===== src/hdl/mss_pkg.sv =====
// mss_pkg: codes, register defaults and payload types of the motor safety supervisor
package mss_pkg;

    localparam int CFG_ADDR_W = 2;
    localparam int CFG_DATA_W = 16;

    localparam logic [CFG_ADDR_W-1:0] REG_COMMAND_TIMEOUT = 2'd0;
    localparam logic [CFG_ADDR_W-1:0] REG_STALL_SETPOINT  = 2'd1;
    localparam logic [CFG_ADDR_W-1:0] REG_STALL_ACTUAL    = 2'd2;
    localparam logic [CFG_ADDR_W-1:0] REG_STALL_TIME      = 2'd3;

    localparam logic [15:0] COMMAND_TIMEOUT_RST = 16'd500;
    localparam logic [14:0] STALL_SETPOINT_RST  = 15'd205;
    localparam logic [14:0] STALL_ACTUAL_RST    = 15'd51;
    localparam logic [15:0] STALL_TIME_RST      = 16'd1000;

    localparam logic [2:0] KIND_ARM     = 3'd0;
    localparam logic [2:0] KIND_DISARM  = 3'd1;
    localparam logic [2:0] KIND_CLEAR   = 3'd2;
    localparam logic [2:0] KIND_COMMAND = 3'd3;
    localparam logic [2:0] KIND_TICK    = 3'd4;

    localparam logic [1:0] MODE_DISARMED  = 2'd0;
    localparam logic [1:0] MODE_ARMED     = 2'd1;
    localparam logic [1:0] MODE_SOFT_STOP = 2'd2;
    localparam logic [1:0] MODE_EMERGENCY = 2'd3;

    localparam logic [1:0] CAUSE_NONE    = 2'd0;
    localparam logic [1:0] CAUSE_TIMEOUT = 2'd1;
    localparam logic [1:0] CAUSE_LEFT    = 2'd2;
    localparam logic [1:0] CAUSE_RIGHT   = 2'd3;

    typedef struct packed {
        logic [2:0]         kind;
        logic [31:0]        now_ms;
        logic signed [15:0] left_measured;
        logic signed [15:0] left_setpoint;
        logic signed [15:0] right_measured;
        logic signed [15:0] right_setpoint;
    } item_t;

    typedef struct packed {
        logic [1:0] safety_mode;
        logic [1:0] cause;
        logic       refused;
        logic       stalling;
    } result_t;

    typedef struct packed {
        logic [15:0] command_timeout_ms;
        logic [14:0] stall_setpoint_min;
        logic [14:0] stall_actual_max;
        logic [15:0] stall_time_ms;
    } cfg_t;

    // 17-bit magnitude of a 16-bit two's complement value
    function automatic logic [16:0] mag16(input logic signed [15:0] v);
        logic [16:0] ext;
        ext = {1'b0, v};
        return v[15] ? (17'h10000 - ext) : ext;
    endfunction

endpackage


===== src/hdl/mss_core.sv =====
// mss_core: supervisor state and per-transaction next-state logic
module mss_core import mss_pkg::*;
(
    input  logic    clk,
    input  logic    rst_n,
    input  logic    step,
    input  item_t   item,
    input  cfg_t    settings,
    output result_t res
);

    logic [1:0]  mode_reg, mode_next;
    logic [1:0]  cause_reg, cause_next;
    logic [31:0] last_cmd_reg, last_cmd_next;
    logic        cmd_seen_reg, cmd_seen_next;
    logic        stall_run_reg, stall_run_next;
    logic [31:0] stall_begin_reg, stall_begin_next;
    logic        refused;

    logic [31:0] cmd_age;
    logic [31:0] stall_age;
    logic        cmd_late;
    logic        stall_over;
    logic        left_stall;
    logic        right_stall;

    assign cmd_age    = item.now_ms - last_cmd_reg;
    assign stall_age  = item.now_ms - stall_begin_reg;
    assign cmd_late   = cmd_age > {16'd0, settings.command_timeout_ms};
    assign stall_over = stall_age > {16'd0, settings.stall_time_ms};

    assign left_stall =
        (mag16(item.left_setpoint) > {2'b00, settings.stall_setpoint_min}) &&
        (mag16(item.left_measured) < {2'b00, settings.stall_actual_max});
    assign right_stall =
        (mag16(item.right_setpoint) > {2'b00, settings.stall_setpoint_min}) &&
        (mag16(item.right_measured) < {2'b00, settings.stall_actual_max});

    always_comb
    begin
        mode_next        = mode_reg;
        cause_next       = cause_reg;
        last_cmd_next    = last_cmd_reg;
        cmd_seen_next    = cmd_seen_reg;
        stall_run_next   = stall_run_reg;
        stall_begin_next = stall_begin_reg;
        refused          = 1'b0;
        case (item.kind)
            KIND_ARM:
            begin
                if (mode_reg == MODE_EMERGENCY)
                begin
                    refused = 1'b1;
                end
                else
                begin
                    mode_next  = MODE_ARMED;
                    cause_next = CAUSE_NONE;
                end
            end
            KIND_DISARM:
            begin
                mode_next  = MODE_DISARMED;
                cause_next = CAUSE_NONE;
            end
            KIND_CLEAR:
            begin
                if (mode_reg == MODE_EMERGENCY)
                begin
                    mode_next      = MODE_DISARMED;
                    cause_next     = CAUSE_NONE;
                    stall_run_next = 1'b0;
                end
            end
            KIND_COMMAND:
            begin
                last_cmd_next = item.now_ms;
                cmd_seen_next = 1'b1;
            end
            KIND_TICK:
            begin
                case (mode_reg)
                    MODE_ARMED:
                    begin
                        if (cmd_seen_reg && cmd_late)
                        begin
                            mode_next  = MODE_SOFT_STOP;
                            cause_next = CAUSE_TIMEOUT;
                        end
                        else if (left_stall || right_stall)
                        begin
                            if (!stall_run_reg)
                            begin
                                stall_run_next   = 1'b1;
                                stall_begin_next = item.now_ms;
                            end
                            else if (stall_over)
                            begin
                                mode_next      = MODE_EMERGENCY;
                                cause_next     = left_stall ? CAUSE_LEFT : CAUSE_RIGHT;
                                stall_run_next = 1'b0;
                            end
                        end
                        else
                        begin
                            stall_run_next = 1'b0;
                        end
                    end
                    MODE_SOFT_STOP:
                    begin
                        if (!cmd_late)
                        begin
                            mode_next  = MODE_ARMED;
                            cause_next = CAUSE_NONE;
                        end
                    end
                    default:
                    begin
                        stall_run_next = 1'b0;
                    end
                endcase
            end
            default:
            begin
                refused = 1'b0;
            end
        endcase
    end

    always_ff @(posedge clk or negedge rst_n)
    begin
        if (!rst_n)
        begin
            mode_reg      <= MODE_DISARMED;
            cause_reg     <= CAUSE_NONE;
            last_cmd_reg  <= '0;
            cmd_seen_reg  <= 1'b0;
            stall_run_reg <= 1'b0;
            stall_begin_reg <= '0;
        end
        else if (step)
        begin
            mode_reg        <= mode_next;
            cause_reg       <= cause_next;
            last_cmd_reg    <= last_cmd_next;
            cmd_seen_reg    <= cmd_seen_next;
            stall_run_reg   <= stall_run_next;
            stall_begin_reg <= stall_begin_next;
        end
    end

    assign res.safety_mode = mode_next;
    assign res.cause       = cause_next;
    assign res.refused     = refused;
    assign res.stalling    = stall_run_next;

    a_disarmed_no_cause: assert property (@(posedge clk) disable iff (!rst_n)
        mode_reg == MODE_DISARMED |-> cause_reg == CAUSE_NONE)
        else $error("disarmed with a cause set");

    a_armed_no_cause: assert property (@(posedge clk) disable iff (!rst_n)
        mode_reg == MODE_ARMED |-> cause_reg == CAUSE_NONE)
        else $error("armed with a cause set");

    a_soft_stop_timeout: assert property (@(posedge clk) disable iff (!rst_n)
        mode_reg == MODE_SOFT_STOP |-> cause_reg == CAUSE_TIMEOUT)
        else $error("soft stop without timeout cause");

    a_emergency_stall: assert property (@(posedge clk) disable iff (!rst_n)
        step && mode_reg != MODE_EMERGENCY && mode_next == MODE_EMERGENCY
        |=> cause_reg == CAUSE_LEFT || cause_reg == CAUSE_RIGHT)
        else $error("emergency entered without stall cause");

endmodule

===== config.mk =====
export PLATFORM = sky130hd
export DESIGN_NAME = mss_core
export DESIGN_NICKNAME = d
export VERILOG_FILES = /design/src/hdl/mss_pkg.sv /design/src/hdl/mss_core.sv
export SDC_FILE = /design/constraint.sdc
export NUM_CORES = 1
export LEC_CHECK = 0
export ABC_AREA = 1
export BUFFER_PORTS_ARGS = -buffer_cell sky130_fd_sc_hd__buf_4
export CAP_MARGIN = 20
export CORE_MARGIN = 3
export CORE_UTILIZATION = 54
export CTS_CLUSTER_DIAMETER = 30
export DETAILED_ROUTE_END_ITERATION = 10
export PLACE_DENSITY = 0.79
export SYNTH_ARGS = -nofsm -noshare
export SYNTH_HDL_FRONTEND = slang
export SYNTH_SLANG_ARGS = --single-unit

===== constraint.sdc =====
create_clock -name clk -period 3.3 [get_ports clk]
set_input_delay 0.165 -clock clk [delete_from_list [all_inputs] [get_ports clk]]
set_output_delay 0.165 -clock clk [all_outputs]
set_load 0.05 [all_outputs]

After elaboration in Yosys (flattened, before gate mapping):

Cells that the tools add are included.
Widths: inputs -> output; s select.

* add/sub/neg operators: 6
* multiply operators: 0
* divide/modulo/power cells: 0
* $lt $le $gt $ge: 6
* equal/unequal tests: 7
* shifts and indexed selects: 0
* muxes and demuxes: 32
* bitwise operators: 2
* reductions and logical operators: 7

Operators with widths (number)
* $mux 17: 4
* $sub 17x16->17 const A: 4
* $gt 32x16->1: 2
* $sub 32x32->32: 2
* $gt 17x15->1: 2
* $lt 17x15->1: 2
* $mux 2: 14
* $pmux 2 s4: 2
* $mux 1: 8
* $pmux 2 s2: 2
* $eq 3x2->1 const B: 2
* $reduce_and 6->1: 1
* $eq 2x2->1 const B: 2
* $pmux 1 s2: 2
* $eq 3x1->1 const B: 1
* $eq 3x3->1 const B: 1
* $logic_and 1x1->1: 3
* $logic_not 3->1: 1
* $eq 2x1->1 const B: 1
* $not 1->1: 2
* $reduce_and 2->1: 1
* $logic_or 1x1->1: 1

* flip-flop bits (word level): 70
* bits in latches: 0
* memory bits (writable): 0
* bits in read-only memories: 0
* input port bits: 164
* memories: 0

Depth between registers and ports, before layout:

* word-level depth: 11
* gate-level depth with buffers: 33
* mapped depth without buffers: 33

Worst setup path before layout:

No wires, ideal clock.

* path type: register to output
* start point: register last_cmd_reg[0]
* end point: output res[4] in the netlist's numbering
* arrival: 4.175 ns
* data required time: 3.135 ns
* slack: -1.040 ns
* cell stages (with the launch flop): 29
* buffers on the path: 0
* path through: dfrtp_1 ha_1 inv_1 fa_1 nand2_1 nand2_1 and2_4 nand2_4 nand2_4 nand2_2 nand2_2 xor2_1 ha_1 nand2_1 nor2_1 nand2_1 nor2_1 nand3_1 nand2_1 nand3_1 nor2_1 nand3_1 nor2_2 nand3_2 nand2_4 nand3_1 nand2_1 nand2_1 a21boi_0

RTL lines
* from (decl): line mss_core.sv:14 `logic [31:0] last_cmd_reg, last_cmd_next;`
* from (signal assigned): line mss_core.sv:145 `last_cmd_reg <= last_cmd_next;`
* to (decl): line mss_core.sv:9 `output result_t res`

==> metrics.cfg <==
[run_status]
status=complete, but fails checks
violations=setup timing

[pwr]
ir_drop_mv=0.300
power_leakage_nw=9.06
p_per_area_mw_per_mm2=314
total_power_mw=4.97

[worst_setup_path]
end_kind=primary output
critPathTopFamily=simple AND/OR/NAND/NOR gates
critPathRequiredTime_ps=3130
worst-path-stages=29
crit_path_max_incr_delay_ps=400
crit_top_cell=nand2_1
crit_type=reg -> out
cpMaxStageDelayCell=dfrtp_1
cp-start-kind=flip-flop
critical_path_buf_inv_count=3
cp_max_fo=7
r2r_slack_ps=-710
reg2regPathDepth=28
cp.arrival_ps=4200

[sta]
skew_ps=9.16
maxSlewViolCount=0
relSlewSlack=0.361
finalSetupViolations=42
period_share=1.32
hold_viol=0
grt_setup_unrepaired=true
max_freq_ghz=0.229
fin_hold_ws_ps=96.7
fin_tns_setup_ps=-29500
tightest_slew_ps=958
layout_setup_ws_ps=-1070
min_period_ps=4370

[floorplanning]
initial_utilization=0.555
core_mm2=0.0213
row_count=53
ioPinCount=170
die_h_um=154
die_w_um=154
die_area_mm2=0.0237

[finish]
area_delta_synth_final_pct=33.8
layout-drive-gt1-share=0.233
antenna_cells=0
nets=2666

[drt]
viasPerCell=5.22
drtAntennaViolNets=0
via_count=13700
drt-total-wl_um=38200
detail_route.wl_per_cell_um=14.6
drt_iter0_markers=928
drc=0
dr.pass1.iters=5

[clocking]
clk_latency_ps=340
cts.path.max_buffers=2
clkSinkCount=70
cts_root_buf=clkbuf_16
cts_tree=yes
h-tree-depth=3
cts_made_buffers=9
path_clk_slew_ps=60

[grt]
antenna_found_initial=0
grt_pass1_vias=12700
grt_max_degree=71
grt_pass1_wl_um=57900
track_usage=0.288
grt_overflow_total=0

[placement]
post-dp-hpwl_um=29400
routabilityCongestion=0.994
portBuffers=169
dpl_worst_slack_ps=-662

[synthesis]
synth_seq_area_share=0.148
synth-edff-count=0
synth_fp_nets=2312
synthTopCellsByArea=nand2_1, ha_1, dfrtp_1
yosys-mux-area-fraction=0
synth_cells=1985
async_flop_share=1.00
synth-main-ff-cell=dfrtp_1
yosysTopAreaCell=nand2_1
synth-compound-area-share=0.115
yosys.area_share.simple=0.358
yosysMostFrequentCell=nand2_1
ys_ff_latch=70
yosys.cell_types.count=48
netlist_area_mm2=0.0118
synth-xor-area-share=0.0608
yosysWarnings=0
netlist.area_leader.share=0.196
synthAdderAreaFrac=0.174
synth.avg_cell_area_um2=5.95
synth_top_family_by_area=simple AND/OR/NAND/NOR gates
synth.top_cells.by_count=nand2_1, inv_1, nor2_1, ha_1, a21oi_1

[hold_path]
min_path_type=in -> reg
hold_depth=3

[job]
maxCapViolations=0

-- power by group --
part           leakage (nW)  internal (mW)  total [mW]  switching, mW
logic                  7.99           1.27        2.95           1.68
registers             0.925          0.940        1.00         0.0598
clock network         0.141          0.610        1.02          0.405
-- final timing paths --
kind                                   from                 end
setup / recovery           last_cmd_reg[10]              res[5]
hold / removal                         step        cause_reg[1]
setup reg to reg           last_cmd_reg[10]  stall_begin_reg[9]
hold reg to reg            last_cmd_reg[28]    last_cmd_reg[28]
max in group asynchronous             rst_n    last_cmd_reg[18]
min in group asynchronous             rst_n  stall_begin_reg[0]
-- layout by cell type (no fill, tap or decap), types with 8 or more instances in the layout --
cell and count:
clkbuf_16 13, nand2_4 33, nand4_1 19, nand3_1 79
xnor2_1 14, o21ai_2 33, inv_1 408, o21ai_0 61
buf_4 346, nand2_2 30, dfrtp_1 70, nand2_1 591
nand3_2 8, ha_1 148, nor2_2 13, nor2_1 162
nor3_1 30, o21bai_1 8, xor2_1 67, a21oi_1 91
ha_4 10
-- layer usage --
layer,track usage,up-vias,wire length (µm)
met1,0.383,6227,16200
met3,0.0473,89,2820
met5,0,-,0
met4,0.0589,0,806
li1,-,6876,-
met2,0.495,484,18400
-- through the flow --
stage / std cells / utilization / instance area [µm²]
after floorplan: 1985 / - / 11900
after global placement: 2583 / 0.690 / 14700
after detailed placement: 2583 / 0.690 / 14700
after CTS: 2606 / 0.716 / 15200
after global routing: 2619 / 0.742 / 15800
final: 2619 / 0.742 / 15800
-- tightest hold or removal path, stage by stage --
cell and delay (ps):
buf_4 130, nand2_2 60, nand2_1 40
-- kinds of logic after synthesis --
| logic type | Yosys count |
|---|---|
| AND/OR/NAND/NOR | 1002 |
| buffers and inverters | 439 |
| AO/OA/AOI/OAI | 229 |
| adder cells (fa/ha/maj) | 163 |
| XOR/XNOR | 82 |
| flip-flops | 70 |
-- timing repair --
| action | 4_1_cts | 5_1_grt |
|---|---|---|
| pin swaps | 17 | 33 |
| cloned | 0 | 7 |
| endpoints found under the setup margin | 42 | 42 |
| resized for setup | 36 | 82 |
| setup buffers | 6 | 7 |
| endpoints found under the hold margin | 15 | 0 |
| hold buffers | 1 | 0 |
-- area by class of cell --
class,instances,area (µm²)
repair buffers,364,2910
flip-flops and latches,70,1750
well taps,275,344
inverters,418,1570
fillers,1713,5480
clock buffers,10,239
multi-input cells,1476,8920
clock inverters,6,70.1
Power figures use the tool's default switching activity.
